--- config.mk ---
export PLATFORM = sky130hd
export DESIGN_NAME = gnss_binary_frame_deframer_crc32
export DESIGN_NICKNAME = d
export VERILOG_FILES = /design/src/rtl/core/gbfd_pkg.sv /design/src/rtl/core/gnss_binary_frame_deframer_crc32.sv
export SDC_FILE = /design/constraint.sdc
export NUM_CORES = 1
export LEC_CHECK = 0
export BUFFER_PORTS_ARGS = -buffer_cell sky130_fd_sc_hd__buf_2
export CORE_ASPECT_RATIO = 1.75
export CORE_MARGIN = 2
export CORE_UTILIZATION = 60
export DETAILED_ROUTE_END_ITERATION = 16
export PLACE_DENSITY = 0.92
export SLEW_MARGIN = 20
export SYNTH_ARGS = -nofsm -noshare
export SYNTH_HDL_FRONTEND = slang
export SYNTH_SLANG_ARGS = --single-unit
--- constraint.sdc ---
create_clock -name clk_i -period 25.5 [get_ports clk_i]
set_input_delay 5.1 -clock clk_i [delete_from_list [all_inputs] [get_ports clk_i]]
set_output_delay 5.1 -clock clk_i [all_outputs]
set_load 0.02 [all_outputs]
--- src/rtl/core/gbfd_pkg.sv ---
`timescale 1ns / 1ps

package gbfd_pkg;

  localparam int unsigned CrcBytes  = 4;
  localparam logic [31:0] CrcPoly   = 32'hEDB8_8320;
  localparam int unsigned PosWidth  = 17;
  localparam int unsigned LenWidth  = 16;
  localparam int unsigned AddrWidth = 5;

  typedef enum logic [2:0] {
    RegFirstSync   = 3'd0,
    RegSecondSync  = 3'd1,
    RegLongMarker  = 3'd2,
    RegShortMarker = 3'd3,
    RegLongHdrLen  = 3'd4,
    RegShortHdrLen = 3'd5,
    RegLongLenOff  = 3'd6,
    RegShortLenOff = 3'd7
  } reg_idx_e;

  typedef enum logic [3:0] {
    PhHunt0 = 4'b0001,
    PhHunt1 = 4'b0010,
    PhHunt2 = 4'b0100,
    PhFrame = 4'b1000
  } phase_e;

  function automatic logic [31:0] crc_update(input logic [31:0] crc, input logic [7:0] b);
    logic [31:0] w;
    w = {24'd0, crc[7:0] ^ b};
    for (int k = 0; k < 8; k++) begin
      w = w[0] ? ((w >> 1) ^ CrcPoly) : (w >> 1);
    end
    return {8'd0, crc[31:8]} ^ w;
  endfunction

endpackage

--- src/rtl/core/gnss_binary_frame_deframer_crc32.sv ---
`timescale 1ns / 1ps

// Byte-stream deframer with reflected CRC-32 check.
// Input channel: one received byte per transfer (in_valid_i / in_ready_o, byte_in_i).
// The two sync bytes produce no output; the marker byte and every byte after it
// produce one output transfer carrying the byte, its frame position, header and
// long-header flags, the last-byte flag, the CRC match flag and the captured
// payload length.
// A result is registered and appears on the output in the cycle after its byte is accepted.
// Throughput: one byte per cycle unless stalled; the CRC byte update and counters
// sit in one combinational stage between the input port and the output register.
// Configuration: eight 8-bit registers on an APB-style port at byte addresses
// 4*i; pready is always high and reads return the register value.
// Reset: all configuration registers take their default values, the hunt
// restarts at the first sync byte and the output register is empty.
// Stall: while the output register holds a result that is not taken, in_ready_o
// is low and no byte is accepted; when the result is taken in the same cycle a
// new byte is accepted.
module gnss_binary_frame_deframer_crc32 (
  input  logic                           clk_i,
  input  logic                           rst_ni,
  input  logic                           in_valid_i,
  output logic                           in_ready_o,
  input  logic [7:0]                     byte_in_i,
  output logic                           out_valid_o,
  input  logic                           out_ready_i,
  output logic [7:0]                     data_byte_o,
  output logic [gbfd_pkg::PosWidth-1:0]  position_o,
  output logic                           in_header_o,
  output logic                           long_header_o,
  output logic                           last_in_frame_o,
  output logic                           crc_ok_o,
  output logic [gbfd_pkg::LenWidth-1:0]  payload_length_o,
  input  logic                           psel,
  input  logic                           penable,
  input  logic                           pwrite,
  input  logic [gbfd_pkg::AddrWidth-1:0] paddr,
  input  logic [31:0]                    pwdata,
  output logic [31:0]                    prdata,
  output logic                           pready
);
  import gbfd_pkg::*;

  logic [7:0] first_sync_q, second_sync_q, long_marker_q, short_marker_q;
  logic [7:0] long_hdr_q, short_hdr_q, long_off_q, short_off_q;

  phase_e                phase_q, phase_d;
  logic [PosWidth-1:0]   cnt_q, cnt_d;
  logic                  is_long_q, is_long_d;
  logic [LenWidth-1:0]   len_q, len_d;
  logic [31:0]           crc_q, crc_d;
  logic [31:0]           rx_q, rx_d;

  logic                  out_valid_q;
  logic [7:0]            data_q;
  logic [PosWidth-1:0]   pos_q;
  logic                  hdr_q, long_q, last_q, ok_q;
  logic [LenWidth-1:0]   plen_q;

  logic                  in_fire, cfg_we;
  reg_idx_e              cfg_idx;

  logic                  framed;
  logic [7:0]            hlen;
  logic [PosWidth-1:0]   pos;
  logic [LenWidth-1:0]   len_base;
  logic [31:0]           rx_base;
  logic                  hdr_flag, body_flag, last_flag, ok_flag;
  logic [PosWidth-1:0]   body_end;
  logic [8:0]            long_off_hi;

  assign in_ready_o = !out_valid_q || out_ready_i;
  assign in_fire    = in_valid_i && in_ready_o;
  assign pready     = 1'b1;
  assign cfg_we     = psel && penable && pwrite;
  assign cfg_idx    = reg_idx_e'(paddr[4:2]);

  always_ff @(posedge clk_i or negedge rst_ni) begin
    if (!rst_ni) begin
      first_sync_q   <= 8'd170;
      second_sync_q  <= 8'd68;
      long_marker_q  <= 8'd18;
      short_marker_q <= 8'd19;
      long_hdr_q     <= 8'd28;
      short_hdr_q    <= 8'd12;
      long_off_q     <= 8'd8;
      short_off_q    <= 8'd3;
    end else if (cfg_we) begin
      unique case (cfg_idx)
        RegFirstSync:   first_sync_q   <= pwdata[7:0];
        RegSecondSync:  second_sync_q  <= pwdata[7:0];
        RegLongMarker:  long_marker_q  <= pwdata[7:0];
        RegShortMarker: short_marker_q <= pwdata[7:0];
        RegLongHdrLen:  long_hdr_q     <= pwdata[7:0];
        RegShortHdrLen: short_hdr_q    <= pwdata[7:0];
        RegLongLenOff:  long_off_q     <= pwdata[7:0];
        RegShortLenOff: short_off_q    <= pwdata[7:0];
        default: ;
      endcase
    end
  end

  always_comb begin
    prdata = 32'd0;
    unique case (cfg_idx)
      RegFirstSync:   prdata[7:0] = first_sync_q;
      RegSecondSync:  prdata[7:0] = second_sync_q;
      RegLongMarker:  prdata[7:0] = long_marker_q;
      RegShortMarker: prdata[7:0] = short_marker_q;
      RegLongHdrLen:  prdata[7:0] = long_hdr_q;
      RegShortHdrLen: prdata[7:0] = short_hdr_q;
      RegLongLenOff:  prdata[7:0] = long_off_q;
      RegShortLenOff: prdata[7:0] = short_off_q;
      default: ;
    endcase
  end

  always_comb begin
    phase_d   = phase_q;
    cnt_d     = cnt_q;
    is_long_d = is_long_q;
    len_d     = len_q;
    crc_d     = crc_q;
    rx_d      = rx_q;
    framed    = 1'b0;
    pos       = cnt_q;
    len_base  = len_q;
    rx_base   = rx_q;
    hdr_flag  = 1'b0;
    body_flag = 1'b0;
    last_flag = 1'b0;
    ok_flag   = 1'b0;
    hlen      = 8'd3;
    body_end  = '0;
    long_off_hi = {1'b0, long_off_q} + 9'd1;

    unique case (phase_q)
      PhHunt0: begin
        if (byte_in_i == first_sync_q) begin
          crc_d   = crc_update(32'd0, byte_in_i);
          phase_d = PhHunt1;
        end else begin
          phase_d = PhHunt0;
        end
      end
      PhHunt1: begin
        if (byte_in_i == second_sync_q) begin
          crc_d   = crc_update(crc_q, byte_in_i);
          phase_d = PhHunt2;
        end else if (byte_in_i == first_sync_q) begin
          crc_d   = crc_update(32'd0, byte_in_i);
          phase_d = PhHunt1;
        end else begin
          phase_d = PhHunt0;
        end
      end
      PhHunt2: begin
        if (byte_in_i == long_marker_q || byte_in_i == short_marker_q) begin
          framed    = 1'b1;
          is_long_d = (byte_in_i == long_marker_q);
          pos       = PosWidth'(2);
          len_base  = '0;
          rx_base   = '0;
        end else if (byte_in_i == first_sync_q) begin
          crc_d   = crc_update(32'd0, byte_in_i);
          phase_d = PhHunt1;
        end else begin
          phase_d = PhHunt0;
        end
      end
      PhFrame: framed = 1'b1;
      default: phase_d = PhHunt0;
    endcase

    if (framed) begin
      hlen = is_long_d ? long_hdr_q : short_hdr_q;
      if (hlen < 8'd3) begin
        hlen = 8'd3;
      end
      hdr_flag = (pos < PosWidth'(hlen));
      len_d    = len_base;
      if (hdr_flag) begin
        if (is_long_d) begin
          if (pos == PosWidth'(long_off_q)) begin
            len_d = {len_base[15:8], byte_in_i};
          end else if (pos == PosWidth'(long_off_hi)) begin
            len_d = {byte_in_i, len_base[7:0]};
          end
        end else if (pos == PosWidth'(short_off_q)) begin
          len_d = {8'd0, byte_in_i};
        end
      end
      body_end  = PosWidth'(hlen) + PosWidth'(len_d);
      body_flag = (pos < body_end);
      rx_d      = rx_base;
      if (body_flag) begin
        crc_d = crc_update(crc_q, byte_in_i);
      end else begin
        rx_d = {byte_in_i, rx_base[31:8]};
      end
      last_flag = (pos == body_end + PosWidth'(CrcBytes - 1));
      if (last_flag) begin
        ok_flag = (crc_d == rx_d);
        phase_d = PhHunt0;
        cnt_d   = '0;
      end else begin
        phase_d = PhFrame;
        cnt_d   = pos + PosWidth'(1);
      end
    end
  end

  always_ff @(posedge clk_i or negedge rst_ni) begin
    if (!rst_ni) begin
      phase_q     <= PhHunt0;
      cnt_q       <= '0;
      is_long_q   <= 1'b0;
      len_q       <= '0;
      crc_q       <= '0;
      rx_q        <= '0;
      out_valid_q <= 1'b0;
    end else begin
      if (in_fire) begin
        phase_q   <= phase_d;
        cnt_q     <= cnt_d;
        is_long_q <= is_long_d;
        len_q     <= len_d;
        crc_q     <= crc_d;
        rx_q      <= rx_d;
      end
      if (in_fire) begin
        out_valid_q <= framed;
      end else if (out_ready_i) begin
        out_valid_q <= 1'b0;
      end
    end
  end

  always_ff @(posedge clk_i) begin
    if (in_fire && framed) begin
      data_q <= byte_in_i;
      pos_q  <= pos;
      hdr_q  <= hdr_flag;
      long_q <= is_long_d;
      last_q <= last_flag;
      ok_q   <= ok_flag;
      plen_q <= len_d;
    end
  end

  assign out_valid_o      = out_valid_q;
  assign data_byte_o      = data_q;
  assign position_o       = pos_q;
  assign in_header_o      = hdr_q;
  assign long_header_o    = long_q;
  assign last_in_frame_o  = last_q;
  assign crc_ok_o         = ok_q;
  assign payload_length_o = plen_q;

  a_ready_when_empty: assert property (@(posedge clk_i) disable iff (!rst_ni)
    !out_valid_o |-> in_ready_o) else $error("input stalled with empty output");

  a_pos_min: assert property (@(posedge clk_i) disable iff (!rst_ni)
    out_valid_o |-> position_o >= PosWidth'(2)) else $error("framed position below marker");

  a_last_not_hdr: assert property (@(posedge clk_i) disable iff (!rst_ni)
    out_valid_o && last_in_frame_o |-> !in_header_o) else $error("last byte inside header");

  a_ok_on_last: assert property (@(posedge clk_i) disable iff (!rst_ni)
    out_valid_o && crc_ok_o |-> last_in_frame_o) else $error("crc_ok off the last byte");

  a_hunt_after_last: assert property (@(posedge clk_i) disable iff (!rst_ni)
    in_fire && framed && last_flag |=> phase_q == PhHunt0 && cnt_q == '0)
    else $error("frame end did not restart hunt");

endmodule

==> results.py <==
metrics = {
    "power_and_ir_drop": {
        "internal_power_uw": 741,
        "p_comb_frac": 0.408,
        "p_switching_uw": 529,
        "power.leakage_uw": 0.00688,
        "power_uw": 1270,
        "vdd_ir_drop_max_mv": 0.0578,
        "p_per_area_mw_per_mm2": 76.0,
        "seqPwrFrac": 0.337,
        "power_switching_share": 0.417,
        "clkPwrFrac": 0.255,
    },
    "logic_synthesis": {
        "synth_cells": 1731,
        "synth_cell_types": 89,
        "synth_top_area_frac": 0.238,
        "ys_seq_area_frac": 0.359,
        "syn_area_mm2": 0.0155,
        "yosysWarnings": 0,
        "ys_top_cells_by_area": "dfrtp_1 (24%), edfxtp_1 (8.7%), xnor2_1 (7.4%)",
        "syn_avg_cell_area_um2": 8.94,
        "synth-edff-count": 45,
        "synthArstFlopShare": 0.788,
        "synth_flop_cell": "dfrtp_1",
        "ys_seq_elements": 212,
        "synth_largest_area_cell": "dfrtp_1",
    },
    "final_layout": {
        "drive_gt1_frac": 0.159,
        "n_antenna_cell": 0,
        "final_nets": 1846,
        "most-common-layout-cells": "nand2_1 (192), dfrtp_1 (147), xnor2_1 (130), o21ai_0 (118), nor2_1 (118)",
        "instances_no_fill": 2090,
        "final_common_cell": "nand2_1",
        "area_growth_pct": 7.89,
        "n_fill_cell": 2088,
    },
    "clocking": {
        "root_buffer": "clkbuf_16",
        "clkTransAtPathRegs_ns": 0.07,
        "cts_buffers": 22,
        "cts_sinks": 212,
        "postCtsHoldBufs": 0,
        "htreeDepth": 1,
        "cts_max_path_buffers": 3,
        "clkLatencyLatePin_ns": 0.56,
        "cts_tree": "built",
        "cts_setup_buffers": 0,
        "cts.repair.resized": 0,
    },
    "floorplan": {
        "start_util": 0.611,
        "io-pin-count": 132,
        "dieArea_mm2": 0.0272,
        "row_count": 77,
        "core_mm2": 0.0253,
        "dieWidth_um": 125,
        "die_y_um": 216,
    },
    "worst_setup_path": {
        "critical_path.most_common_cell": "a21o_1",
        "cp-start-kind": "primary input",
        "path_class": "primary input to flop",
        "cp.required_ns": 25.94,
        "critPathSlowestCell": "or2_2",
        "path_buf_inv": 5,
        "end_kind": "flop",
        "path_max_fanout": 42,
        "slowest_delay_ns": 0.91,
        "path_delay_family": "compound AO/OA/AOI/OAI gates",
        "cp.arrival_ns": 17.29,
    },
    "worst_hold_path": {
        "hp-class": "flop to flop",
    },
    "placement": {
        "dp_hpwl_um": 38800,
        "gp_congestion": 1.01,
        "port_buffers": 80,
        "place_ws_ns": 8.35,
        "post-place-cells": 2049,
    },
    "timing": {
        "rsz0062_at_grt": "false",
        "fin_tns_setup_ns": 0,
        "finalSetupViolCount": 0,
        "max_freq_mhz": 59.4,
        "hold_viol": 0,
        "post-route-period-util": 0.661,
        "layout_setup_ws_ns": 8.66,
        "fin_crit_ns": 16.84,
        "relSlewSlack": 0.260,
        "tightest_slew_ns": 1.11,
        "final_max_slew_viol_count": 0,
        "fin_skew_ns": 0.0391,
    },
    "flow_run": {
        "cap_violations": 0,
    },
    "detailed_routing": {
        "drt-initial-drc-count": 1368,
        "ant_nets": 0,
        "remaining_drc_errors": 0,
        "viasPerCell": 6.78,
        "avgRoutedWirePerCell_um": 25.6,
        "totalWireLength_um": 53600,
        "vias": 14200,
        "firstDrtPassIters": 5,
    },
    "grt": {
        "grt_usage": 0.389,
        "antenna_found_initial": 0,
        "gr-total-overflow": 0,
        "first_global_vias": 14000,
        "grt_max_degree": 101,
        "grt_pass1_wl_um": 81500,
    },
    "status": {
        "run_status": "complete, no violations",
    },
}
kinds of logic (layout without fill, tap and decap cells):
group                      after synthesis  in the layout  share of synthesized area
xor gates and xnor gates               207            207                      0.118
other                                    2             25                   0.000485
adders and majority gates               36             36                     0.0296
DFF                                    212            212                      0.359
AOI/OAI and AO/OA                      425            425                      0.187
and+or+nand+nor                        544            544                      0.170
buffers and inverters                  198            218                     0.0564
muxes                                  107            107                     0.0794
registers in the layout, indices dropped and copies added (netlist names), 16 cells and up:
signal,cells
cnt_q,17
crc_q,32
len_q,16
payload_length_o,16
position_o,17
rx_q,32
worst paths after layout:
| path | start | to | slack, ns | cells after the start |
|---|---|---|---|---|
| min in group asynchronous | rst_ni | rx_q[21] | 4.41 | 1 |
| max | byte_in_i[0] | crc_q[12] | 8.66 | 44 |
| max reg2reg | phase_q[3] | crc_q[12] | 12.78 | 43 |
| min | len_q[1] | len_q[1] | 0.51 | 2 |
| min reg2reg | len_q[1] | len_q[1] | 0.51 | 2 |
| max in group asynchronous | rst_ni | second_sync_q[7] | 19.93 | 2 |
synthesized netlist by cell type (all sizes together) (33+ instances only):
master and number:
o22ai 33, nor3 34, o21ai 130, nor2 121
ha 35, mux2 84, clkbuf 79, xor2 76
dfrtp 147, nand2 193, buf 49, a21oi 67
inv 69, a22o 39, xnor2 130, edfxtp 45
per-stage QoR:
step	hold WS [ns]	util	cell area, um2
2_1_floorplan	0.451	-	15600
4_1_cts	0.510	0.658	16700
5_1_grt	0.545	0.659	16700
3_5_place_dp	0.493	0.630	16000
3_3_place_gp	0.478	0.630	16000
6_report	0.511	0.659	16700
routing by layer:
| layer | up-vias | track usage | part of all wire |
|---|---|---|---|
| met2 | 816 | 0.685 | 0.50 |
| met3 | 296 | 0.0565 | 0.066 |
| li1 | 6266 | - | - |
| met5 | - | 0 | 0 |
| met4 | 0 | 0.331 | 0.10 |
| met1 | 6800 | 0.400 | 0.33 |
power by group through the flow:
stage	registers [uW]	clock network, uW	logic (uW)
finish	429	324	517
detailed placement	431	0	496
global route	431	337	543
floorplan	408	0	352
CTS	425	324	499
global placement	430	0	492
worst reg2reg max path, delay by kind of cell, from the launching register on:
kind	cells	cell delay, ns
DFF	1	0.45
adders and majority gates	4	1.14
and+or+nand+nor	14	4.44
AOI/OAI and AO/OA	18	4.89
buffers and inverters	4	0.40
xor gates and xnor gates	1	0.39
muxes	2	0.91
cell type report:
cell class              instances  area [um2]  area share
multi-input cells            1344        9150       0.548
flip-flops and latches        212        5560       0.333
repair buffers                108         637      0.0381
clock buffers                  27         589      0.0353
well taps                     316         395      0.0237
inverters                      70         263      0.0157
clock inverters                13         111     0.00667
No activity file was read; power rests on OpenSTA's default activity.
